--- src/fpe_pkg.sv ---
// Shared types and constants of the frustum plane extractor.
// No dependencies; the front end, back end and top module import this package.
package fpe_pkg;

    localparam int QUEUE_DEPTH = 2;
    localparam int SQRT_STEPS  = 35;
    localparam int ROOT_W      = 35;
    localparam int SUM_W       = 68;
    localparam int COMP_W      = 34;
    localparam int MAG_W       = 33;

    localparam logic       FUNC_COMPUTE = 1'b1;
    localparam logic       MSEL_VIEW    = 1'b1;
    localparam logic [2:0] PLANE_FAR    = 3'd5;
    localparam logic [1:0] ROW_W_IDX    = 2'd3;
    localparam logic [1:0] LAST_COMP    = 2'd3;
    localparam logic [1:0] LAST_NORM    = 2'd2;

    typedef logic [3:0] t_addr;

    typedef struct packed {
        logic               compute;
        logic               sel_view;
        t_addr              addr;
        logic signed [31:0] value;
    } t_cmd;

    typedef struct packed {
        logic valid;
        t_cmd cmd;
    } t_q_head;

    typedef enum logic [3:0] {
        S_IDLE,
        S_MAC_RD,
        S_MAC_MUL,
        S_MAC_ACC,
        S_PL_RDA,
        S_PL_RDB,
        S_PL_CMP,
        S_SQ_MUL,
        S_SQ_ACC,
        S_SQRT,
        S_DIV_LD,
        S_DIV,
        S_DIV_FIN,
        S_EMIT
    } t_state;

endpackage

--- src/fpe_if.sv ---
// Handshake channels of the frustum plane extractor: element words in,
// plane words out. No dependencies.
interface fpe_in_if;
    logic               valid;
    logic               ready;
    logic               func;
    logic               matrix_select;
    logic [1:0]         row;
    logic [1:0]         column;
    logic signed [31:0] element_value;

    modport source (output valid, func, matrix_select, row, column, element_value,
                    input ready);
    modport sink   (input valid, func, matrix_select, row, column, element_value,
                    output ready);
endinterface


--- src/fpe_front.sv ---
// Front end: accepts element words, decodes them into commands and queues them.
// Depends on fpe_pkg and fpe_in_if.
module fpe_front
    import fpe_pkg::*;
(
    input  logic     i_clk,
    input  logic     i_rst_n,
    fpe_in_if.sink   i_in,
    input  logic     i_pop,
    output t_q_head  o_head
);
    localparam int QP_W = $clog2(QUEUE_DEPTH);

    t_cmd                    r_q [QUEUE_DEPTH];
    logic [QP_W-1:0]         r_wp;
    logic [QP_W-1:0]         r_rp;
    logic [QP_W:0]           r_count;
    logic                    w_push;
    logic                    w_pop;
    t_cmd                    w_cmd;

    assign i_in.ready = (r_count != (QP_W+1)'(QUEUE_DEPTH));
    assign w_push     = i_in.valid && i_in.ready;
    assign w_pop      = i_pop && (r_count != '0);

    always_comb begin
        w_cmd.compute  = (i_in.func == FUNC_COMPUTE);
        w_cmd.sel_view = (i_in.matrix_select == MSEL_VIEW);
        w_cmd.addr     = {i_in.row, i_in.column};
        w_cmd.value    = i_in.element_value;
    end

    always_ff @(posedge i_clk) begin
        if (w_push) begin
            r_q[r_wp] <= w_cmd;
        end
    end

    always_ff @(posedge i_clk) begin
        if (!i_rst_n) begin
            r_wp    <= '0;
            r_rp    <= '0;
            r_count <= '0;
        end else begin
            if (w_push) begin
                r_wp <= r_wp + 1'b1;
            end
            if (w_pop) begin
                r_rp <= r_rp + 1'b1;
            end
            case ({w_push, w_pop})
                2'b10:   r_count <= r_count + 1'b1;
                2'b01:   r_count <= r_count - 1'b1;
                default: r_count <= r_count;
            endcase
        end
    end

    assign o_head.valid = (r_count != '0);
    assign o_head.cmd   = r_q[r_rp];

endmodule

--- src/flat_wrapper.sv ---
// flat-port wrapper written by rule: the top's interface ports become plain ports
module fpe_front_flat import fpe_pkg::*;
  (i_clk, i_rst_n, i_pop, o_head, i_in_valid, i_in_func, i_in_matrix_select, i_in_row, i_in_column, i_in_element_value, i_in_ready);
  fpe_in_if i_in_i ();
  input  logic i_clk;
  input  logic i_rst_n;
  input  logic i_pop;
  output t_q_head o_head;
  input wire logic [$bits(i_in_i.valid)-1:0] i_in_valid;
  input wire logic [$bits(i_in_i.func)-1:0] i_in_func;
  input wire logic [$bits(i_in_i.matrix_select)-1:0] i_in_matrix_select;
  input wire logic [$bits(i_in_i.row)-1:0] i_in_row;
  input wire logic [$bits(i_in_i.column)-1:0] i_in_column;
  input wire logic [$bits(i_in_i.element_value)-1:0] i_in_element_value;
  output wire logic [$bits(i_in_i.ready)-1:0] i_in_ready;
  assign i_in_i.valid = i_in_valid;
  assign i_in_i.func = i_in_func;
  assign i_in_i.matrix_select = i_in_matrix_select;
  assign i_in_i.row = i_in_row;
  assign i_in_i.column = i_in_column;
  assign i_in_i.element_value = i_in_element_value;
  assign i_in_ready = i_in_i.ready;
  fpe_front u_core (.i_clk(i_clk), .i_rst_n(i_rst_n), .i_in(i_in_i), .i_pop(i_pop), .o_head(o_head));
endmodule
--- config.mk ---
export PLATFORM = sky130hd
export DESIGN_NAME = fpe_front_flat
export DESIGN_NICKNAME = d
export VERILOG_FILES = /design/src/fpe_pkg.sv /design/src/fpe_if.sv /design/src/fpe_front.sv /design/src/flat_wrapper.sv
export SDC_FILE = /design/constraint.sdc
export NUM_CORES = 1
export LEC_CHECK = 0
export BUFFER_PORTS_ARGS = -buffer_cell sky130_fd_sc_hd__buf_2
export CAP_MARGIN = 20
export CORE_ASPECT_RATIO = 0.5
export CORE_MARGIN = 8
export CORE_UTILIZATION = 51
export DETAILED_ROUTE_END_ITERATION = 10
export PLACE_DENSITY = 0.87
export SYNTH_ARGS = -nofsm -noshare
export SYNTH_HDL_FRONTEND = slang
export SYNTH_SLANG_ARGS = --single-unit
--- constraint.sdc ---
create_clock -name i_clk -period 2.4 [get_ports i_clk]
set_clock_uncertainty 0.1 [all_clocks]
set_input_delay 0.12 -clock i_clk [delete_from_list [all_inputs] [get_ports i_clk]]
set_output_delay 0.12 -clock i_clk [all_outputs]
set_load 0.02 [all_outputs]
==> impl_metrics.json, run 1 <==
{
  "worst_slew_pin_slew_ps": 506,
  "fin_setup_tns_ps": 0,
  "dp.final_hpwl_um": 3790,
  "cellPowerDensity_nw_per_um2": 1090,
  "die_w_um": 124,
  "die_h_um": 69.9,
  "seq_area_frac_synth_pct": 80.3,
  "antennaDiodeCount": 0,
  "hold_path_depth": 3,
  "end_kind": "output pin",
  "initial_core_util_pct": 53.6,
  "ys_warn_count": 0,
  "grt_pass1_wl_um": 11000,
  "cp.arrival_ps": 1760,
  "timing.final.hold_violations": 0,
  "rr_worst_depth": 3,
  "yosys-top-cells-area": "edfxtp_1 77%, mux2_2 14%, dfxtp_1 3.4%",
  "path_class": "reg -> out",
  "cts_sinks": 81,
  "design_area_um2": 4180,
  "numPortBuffers": 81,
  "p_total_mw": 4.55,
  "htreeDepth": 3,
  "num_vias": 1787,
  "yosys.cell_types.count": 21,
  "min_path_type": "in -> reg",
  "viasPerCell": 5.11,
  "period_minus_slack_ps": 1980,
  "setup_violations": 0,
  "clkLatencyLatePin_ps": 320,
  "drive_gt1_share_pct": 50.5,
  "grt_max_degree": 32,
  "final_net_count": 315,
  "num_rows": 19,
  "rsz0062_at_grt": "no",
  "critical_path_buf_inv_count": 2,
  "yosys.area.top_type": "edfxtp_1",
  "cpLargestDelayFamily": "flip-flops",
  "track_usage_pct": 17.2,
  "crit_required_ps": 2180,
  "drc": 0,
  "wire_per_inst_um": 20.4,
  "slowest_delay_ps": 650,
  "synth_top_area_share_pct": 76.9,
  "postSynthAreaPerCell_um2": 20.9,
  "finish.utilization_pct": 75.5,
  "path_clk_slew_ps": 60,
  "grt_pass1_vias": 1882,
  "cts_tree": "built",
  "cts-root-buf": "clkbuf_16",
  "place_ws_ps": 649,
  "setup_ws_ps": 425,
  "top_level_ports": 82,
  "syn_to_final_growth_pct": 40.9,
  "synth_area_um2": 2970,
  "slew_violations": 0,
  "firstDrtPassIters": 4,
  "grt_overflow": 0,
  "synthCells": 142,
  "crit_chain": "buf_12 -> mux2_2 -> buf_2",
  "place_area_um2": 3500,
  "drtIter0Drc": 129,
  "finalCritPeriodShare_pct": 82.3,
  "cts_setup_buffers": 0,
  "dieArea_um2": 8660,
  "cts_buffers": 9,
  "critPathLaunchType": "register",
  "drt-total-wl_um": 7130,
  "ys_ff_latch": 81,
  "cts_max_path_buffers": 2,
  "fmax_mhz": 506,
  "core_um2": 5540,
  "crit_slowest_cell": "dfxtp_2",
  "ir_drop_uv": 609,
  "drtAntennaViolNets": 0,
  "path_depth": 3,
  "syn_nets": 185,
  "gp_congestion": 0.670,
  "cp_max_fo": 20,
  "r2r_slack_ps": 570,
  "maxCapViolCount": 0,
  "outcome": "finished, final reports clean",
  "relSlewSlack_pct": 66.3,
  "antenna_found_initial": 0,
  "p_leak_nw": 1.60
}
[placed cells by master, fill, tap and decap left out, drive strengths merged]
cell type    count
ha               1
or2              1
and2             1
o21ai            1
edfxtp          76
xnor2            3
a21bo            1
dfxtp            5
nand3b           1
nand2            1
and3             1
inv              1
bufinv           1
o21a             1
buf             84
nor2b            2
clkbuf           9
dlygate4sd3     39
nand2b           1
mux2            38
or3              1
a21boi           2
clkinv           6
[sequential cells by signal, summed over array words and instances (netlist names), named ones only]
name / flops
u_core.r_count: 2
u_core.r_q: 76
u_core.r_rp: 1
u_core.r_wp: 1
[cell families (layout without fill, tap and decap cells)]
logic type / Yosys count / in the layout / synth area share, %
flops: 81 / 81 / 80.3
mux: 38 / 38 / 14.4
simple gates: 9 / 9 / 1.86
compound gates: 5 / 5 / 1.26
buf+inv: 5 / 140 / 0.885
xor+xnor: 3 / 3 / 0.885
fa+ha+maj: 1 / 1 / 0.422
[layer usage]
metal  part of all wire (%)  global-route usage, %  vias up
met5                      0                      0        -
met4                    2.3                   7.55        0
met3                    5.4                   5.45       12
met2                     51                   28.2       64
met1                     41                   20.3      898
li1                       -                      -      813
[tightest hold or removal path: stages]
cell and delay (ps):
buf_2 120, nand3b_1 100, a21boi_0 100
[report_power, final]
group / internal (mW) / total, mW / switching [mW]
Clock: 0.794 / 1.30 / 0.507
Combinational: 0.579 / 1.33 / 0.747
Sequential: 1.79 / 1.92 / 0.130
[cell type report]
| class | instances | area [um^2] |
|---|---|---|
| fillers | 296 | 1360 |
| clock inverters | 7 | 61.3 |
| multi-input cells | 56 | 561 |
| clock buffers | 9 | 225 |
| inverters | 1 | 3.75 |
| well taps | 73 | 91.3 |
| repair buffers | 123 | 856 |
| flip-flops and latches | 81 | 2380 |
[synthesized netlist by cell type]
| library cell | instances |
|---|---|
| a21bo_2 | 1 |
| a21boi_0 | 1 |
| a21boi_1 | 1 |
| and2_1 | 1 |
| and3_1 | 1 |
| buf_2 | 3 |
| buf_4 | 1 |
| dfxtp_1 | 5 |
| edfxtp_1 | 76 |
| ha_1 | 1 |
| inv_1 | 1 |
| mux2_2 | 38 |
| nand2_1 | 1 |
| nand2b_1 | 1 |
| nand3b_1 | 1 |
| nor2b_1 | 2 |
| o21a_1 | 1 |
| o21ai_0 | 1 |
| or2_2 | 1 |
| or3_1 | 1 |
| xnor2_1 | 3 |
[timing repair]
action | in CTS | in global routing
resized for setup | 0 | 0
hold buffers | 39 | 0
hold endpoints to repair | 81 | 0
[worst paths after layout]
kind                                          end         startpoint
worst max-delay path                   o_head[37]           register
worst max register to register   u_core.r_q[1][3]  u_core.r_count[0]
worst min register to register  u_core.r_count[1]  u_core.r_count[1]
worst min-delay path                  u_core.r_wp         i_in_valid
[per-stage QoR]
| stage | std cells | hold slack [ps] |
|---|---|---|
| 2_1_floorplan | 142 | 119 |
| 3_3_place_gp | 295 | 209 |
| 3_5_place_dp | 295 | 213 |
| 4_1_cts | 350 | 43.8 |
| 5_1_grt | 350 | 116 |
| 6_report | 350 | 81.2 |
(Power assumes the default switching activity.)
==> run 2, diff against run 1 <==
--- a/config.mk
+++ b/config.mk
@@ -5,13 +5,14 @@
 export SDC_FILE = /design/constraint.sdc
 export NUM_CORES = 1
 export LEC_CHECK = 0
+export ABC_AREA = 1
 export BUFFER_PORTS_ARGS = -buffer_cell sky130_fd_sc_hd__buf_2
 export CAP_MARGIN = 20
 export CORE_ASPECT_RATIO = 0.5
 export CORE_MARGIN = 8
-export CORE_UTILIZATION = 51
+export CORE_UTILIZATION = 52
 export DETAILED_ROUTE_END_ITERATION = 10
-export PLACE_DENSITY = 0.87
+export PLACE_DENSITY = 0.88
 export SYNTH_ARGS = -nofsm -noshare
 export SYNTH_HDL_FRONTEND = slang
 export SYNTH_SLANG_ARGS = --single-unit
==> constraint.sdc (replaced) <==
create_clock -name i_clk -period 1.85 [get_ports i_clk]
set_clock_uncertainty 0.1 [all_clocks]
set_input_delay 0.0925 -clock i_clk [delete_from_list [all_inputs] [get_ports i_clk]]
set_output_delay 0.0925 -clock i_clk [all_outputs]
set_load 0.02 [all_outputs]
==> impl_metrics.json, run 2 <==
{
  "outcome": "finished, final reports clean",
  "initial_core_util_pct": 54.8,
  "cp_max_fo": 21,
  "end_kind": "output pin",
  "synth_area_um2": 3060,
  "cellPowerDensity_nw_per_um2": 1280,
  "viasPerCell": 5.07,
  "timing.final.hold_violations": 0,
  "cts_setup_buffers": 0,
  "crit_required_ps": 1660,
  "clkLatencyLatePin_ps": 330,
  "seq_area_frac_synth_pct": 77.8,
  "yosys-top-cells-area": "edfxtp_1 75%, mux2_4 9.8%, mux2_2 6.6%",
  "netlist_top_cells_count": "76 x edfxtp_1, 20 x mux2_4, 18 x mux2_2, 10 x nand2_1, 9 x nor2_1",
  "drtIter0Drc": 156,
  "drt-total-wl_um": 7380,
  "ir_drop_uv": 840,
  "synth_top_area_share_pct": 74.5,
  "antenna_found_initial": 0,
  "synthCells": 154,
  "synthFlopType": "edfxtp_1",
  "cp.arrival_ps": 1590,
  "period_minus_slack_ps": 1780,
  "finish.utilization_pct": 76.8,
  "syn_to_final_growth_pct": 40.2,
  "design_area_um2": 4290,
  "drive_gt1_share_pct": 50.0,
  "gp_congestion": 0.679,
  "maxCapViolCount": 0,
  "cts-root-buf": "clkbuf_16",
  "fin_setup_tns_ps": 0,
  "grt_pass1_wl_um": 11300,
  "regMostFlops": "u_core.r_q",
  "finalCritPeriodShare_pct": 96.1,
  "yosys.area.top_type": "edfxtp_1",
  "cts_tree": "built",
  "grt_overflow": 0,
  "cts_max_path_buffers": 2,
  "largest_registers": "u_core.r_q x76, u_core.r_count x2",
  "largest_reg_flops": 76,
  "grt_pass1_vias": 2097,
  "die_h_um": 70.3,
  "cts_buffers": 9,
  "track_usage_pct": 17.1,
  "post-synth-top-count-cell": "edfxtp_1",
  "holdWs_ps": 41.0,
  "wire_per_inst_um": 20.2,
  "ys_ff_latch": 81,
  "final_net_count": 330,
  "fill_cells": 303,
  "worst_slew_pin_slew_ps": 360,
  "syn_nets": 197,
  "path_class": "reg -> out",
  "p_leak_nw": 1.71,
  "ys_warn_count": 0,
  "path_clk_slew_ps": 60,
  "grt_max_degree": 22,
  "numPortBuffers": 81,
  "yosys.cell_types.count": 17,
  "critPathLaunchType": "register",
  "relSlewSlack_pct": 76.0,
  "place_area_um2": 3580,
  "antennaDiodeCount": 0,
  "postSynthAreaPerCell_um2": 19.9,
  "setup_violations": 0,
  "rsz0062_at_grt": "no",
  "htreeDepth": 3,
  "cts_sinks": 81,
  "drtAntennaViolNets": 0,
  "dieArea_um2": 8750,
  "core_um2": 5590,
  "top_level_ports": 82,
  "num_vias": 1851,
  "final_common_cell": "buf_2",
  "firstDrtPassIters": 4,
  "drc": 0,
  "mostFrequentLayoutCells": "81 x buf_2, 76 x edfxtp_1, 39 x dlygate4sd3_1, 20 x mux2_4, 18 x mux2_2",
  "fmax_mhz": 562,
  "dp.final_hpwl_um": 4060,
  "num_rows": 19,
  "die_w_um": 125,
  "synth_edf_count": 76,
  "min_path_type": "in -> reg",
  "p_total_mw": 5.50,
  "slew_violations": 0,
  "async_reset_ff_share_pct": 0
}
-- run 2: changes by cell type in the layout (fill, tap and decap cells not counted), sizes merged, moves of 2 or more --
cell / delta
nor2b: -2
buf: +3
a21boi: -2
xnor2: -3
inv: +6
nand2: +9
nor2: +10
clkinv: -5
-- run 2: layout make-up --
| class | instances | area (um^2) | area share (%) |
|---|---|---|---|
| sequential | 81 | 2380 | 55.5 |
| timing repair buffer | 126 | 841 | 19.6 |
| tap | 73 | 91.3 | 2.13 |
| clock buffer | 10 | 229 | 5.33 |
| inverter | 5 | 18.8 | 0.437 |
| multi-input combinational | 64 | 639 | 14.9 |
| clock inverter | 6 | 90.1 | 2.10 |
-- run 2: per-layer routing --
layer	GRT usage (%)	share of wire (%)	vias up	wire length, um
li1	-	-	849	-
met1	16.5	37	917	2730
met2	32.7	54	67	4020
met3	5.27	5.7	18	424
met4	8.34	2.8	0	206
met5	0	0	-	0
-- run 2: where the power goes --
group          internal, mW  switching [mW]  total [mW]
clock                  1.19           0.707        1.90
sequential             2.25          0.0779        2.32
combinational         0.538           0.740        1.28
total                  3.97            1.53        5.50
-- run 2: path summary, 6_finish.rpt --
kind | startpoint | to | slack [ps] | cells after the start
setup / recovery | register | o_head[22] | 70 | 3
hold / removal | i_pop | register | 40 | 4
setup reg to reg | u_core.r_count[0] | u_core.r_count[1] | 300 | 9
hold reg to reg | u_core.r_rp | u_core.r_rp | 410 | 2
-- run 2: kinds of logic after synthesis --
kind of cell	share of synthesized area, %
AO/OA/AOI/OAI	0.572
flip-flops	77.8
buffers and inverters	1.88
AND/OR/NAND/NOR	2.90
adder cells (fa/ha/maj)	0.409
multiplexers	16.4
-- run 2: per-stage QoR --
step / cells / setup WS (ps)
after global placement: 310 / 450
after global routing: 365 / 36.6
after CTS: 365 / 54.1
after floorplan: 154 / 57.2
final: 365 / 71.7
after detailed placement: 310 / 332
-- run 2: critical path, stage by stage (launching register included) --
cell and delay, ps:
dfxtp_2 330, buf_4 330, mux2_2 410, buf_2 170
-- run 2: what timing repair did --
action                                  CTS  global route
hold buffers                             39             0
endpoints found under the setup margin    0             0
gates resized for setup                   0             0
hold endpoints to repair                 81             0
==> run 3, diff against run 2 <==
==> constraint.sdc (replaced) <==
create_clock -name i_clk -period 2 [get_ports i_clk]
set_clock_uncertainty 0.1 [all_clocks]
set_input_delay 0.1 -clock i_clk [delete_from_list [all_inputs] [get_ports i_clk]]
set_output_delay 0.1 -clock i_clk [all_outputs]
set_load 0.02 [all_outputs]
==> impl_metrics.json, run 3 (synthesis gave the netlist of run 2 again) <==
{
  "clkLatencyLatePin_ps": 330,
  "dieArea_um2": 8750,
  "drive_gt1_share_pct": 49.1,
  "largest_registers": "u_core.r_q x76, u_core.r_count x2",
  "firstDrtPassIters": 4,
  "syn_to_final_growth_pct": 40.4,
  "fmax_mhz": 571,
  "grt_max_degree": 23,
  "cts_tree": "built",
  "p_leak_nw": 1.71,
  "wl_met1_um": 2740,
  "path_class": "reg -> out",
  "cts_buffers": 9,
  "swShare_pct": 27.3,
  "p_switching_mw": 1.38,
  "gp_congestion": 0.698,
  "wl_met3_um": 336,
  "die_h_um": 70.3,
  "fin_setup_tns_ps": 0,
  "pwr-share-comb_pct": 23.0,
  "ir_drop_uv": 721,
  "pwr-share-clk_pct": 34.3,
  "maxUsedRoutingLayer": "met4",
  "largest_reg_flops": 76,
  "design_area_um2": 4300,
  "top_level_ports": 82,
  "cp.arrival_ps": 1550,
  "grt_pass1_vias": 2007,
  "core_um2": 5590,
  "drt-total-wl_um": 7050,
  "viasPerCell": 5.06,
  "wire_per_inst_um": 19.3,
  "regMostFlops": "u_core.r_q",
  "final_common_cell": "buf_2",
  "track_usage_pct": 16.3,
  "dp.final_hpwl_um": 4220,
  "final_net_count": 331,
  "p_seq_share_pct": 42.6,
  "intPower_mw": 3.67,
  "mostFrequentLayoutCells": "81 x buf_2, 76 x edfxtp_1, 40 x dlygate4sd3_1, 20 x mux2_4, 18 x mux2_2",
  "p_total_mw": 5.04,
  "cts-root-buf": "clkbuf_16",
  "finalCritPeriodShare_pct": 87.6,
  "antennaDiodeCount": 0,
  "crit_required_ps": 1800,
  "path_clk_slew_ps": 60,
  "cts_sinks": 81,
  "numPortBuffers": 81,
  "grt_pass1_wl_um": 10900,
  "grt_overflow": 0,
  "cts_setup_buffers": 0,
  "place_area_um2": 3580,
  "finish.utilization_pct": 76.9,
  "rsz0062_at_grt": "no",
  "worst_slew_pin_slew_ps": 341,
  "drtAntennaViolNets": 0,
  "period_minus_slack_ps": 1750,
  "cellPowerDensity_nw_per_um2": 1170,
  "critPathLaunchType": "register",
  "num_rows": 19,
  "drc": 0,
  "rr_worst_depth": 8,
  "dp.cells": 310,
  "routed-wl-met2_um": 3810,
  "drtIter0Drc": 155,
  "initial_core_util_pct": 54.8,
  "fin_cells": 366,
  "cts_max_path_buffers": 2,
  "maxCapViolCount": 0,
  "outcome": "finished, final reports clean",
  "r2r_start": "u_core.r_count[0]",
  "hold_end": "u_core.r_wp",
  "r2r_slack_ps": 260,
  "cp_max_fo": 20,
  "regToRegEndpoint": "u_core.r_count[1]",
  "relSlewSlack_pct": 77.3,
  "num_vias": 1852,
  "slew_violations": 0,
  "die_w_um": 125,
  "hold_path_depth": 5,
  "setup_violations": 0,
  "htreeDepth": 3,
  "min_path_type": "in -> reg",
  "end_kind": "output pin",
  "hp-start": "i_in_valid",
  "antenna_found_initial": 0,
  "timing.final.hold_violations": 0,
  "fill_cells": 285
}
run 3: per-stage QoR:
| step | worst slack (ps) | hold slack (ps) |
|---|---|---|
| 6_report | 248 | 221 |
| 4_1_cts | 248 | 180 |
| 5_1_grt | 158 | 251 |
| 3_3_place_gp | 508 | 188 |
| 3_5_place_dp | 375 | 192 |
| 2_1_floorplan | -294 | 98.9 |
run 3: final cells by class:
class	count	area, um^2	area share, %
Sequential cell	81	2380	55.5
Timing Repair Buffer	127	851	19.8
Clock buffer	9	225	5.24
Clock inverter	7	93.8	2.18
Tap cell	73	91.3	2.13
Inverter	5	18.8	0.437
Multi-Input combinational cell	64	634	14.8
run 3: power groups by stage:
stage | clock, mW | sequential, mW | combinational, mW
detailed placement | 0 | 2.18 | 1.09
finish | 1.73 | 2.15 | 1.16
CTS | 1.74 | 2.14 | 1.16
global placement | 0 | 2.16 | 1.06
global route | 1.81 | 2.16 | 1.23
floorplan | 0 | 2.16 | 0.764
run 3: worst max-delay path, stage by stage (launching register included):
cell     delay (ps)
dfxtp_2         340
buf_4           320
mux2_2          390
buf_2           160
run 3: worst max path at each step:
stage	endpoint	startpoint	cells after the start
3_3_place_gp	u_core.r_q[1][31]	u_core.r_count[0]	5
4_1_cts	o_head[35]	register	3
5_1_grt	u_core.r_count[1]	u_core.r_count[0]	9
3_5_place_dp	u_core.r_count[1]	u_core.r_count[0]	8
2_1_floorplan	u_core.r_q[1][0]	u_core.r_count[0]	4
6_report	o_head[37]	register	3
run 3: layer usage:
| metal | vias up | global-route usage [%] |
|---|---|---|
| li1 | 858 | - |
| met1 | 928 | 16.6 |
| met2 | 52 | 30.1 |
| met3 | 14 | 4.97 |
| met4 | 0 | 8.21 |
| met5 | - | 0 |
run 3: timing repair:
action / in CTS / in global routing
hold endpoints to repair: 81 / 0
gates resized for setup: 0 / 0
setup endpoints to repair: 0 / 0
hold buffers: 40 / 0
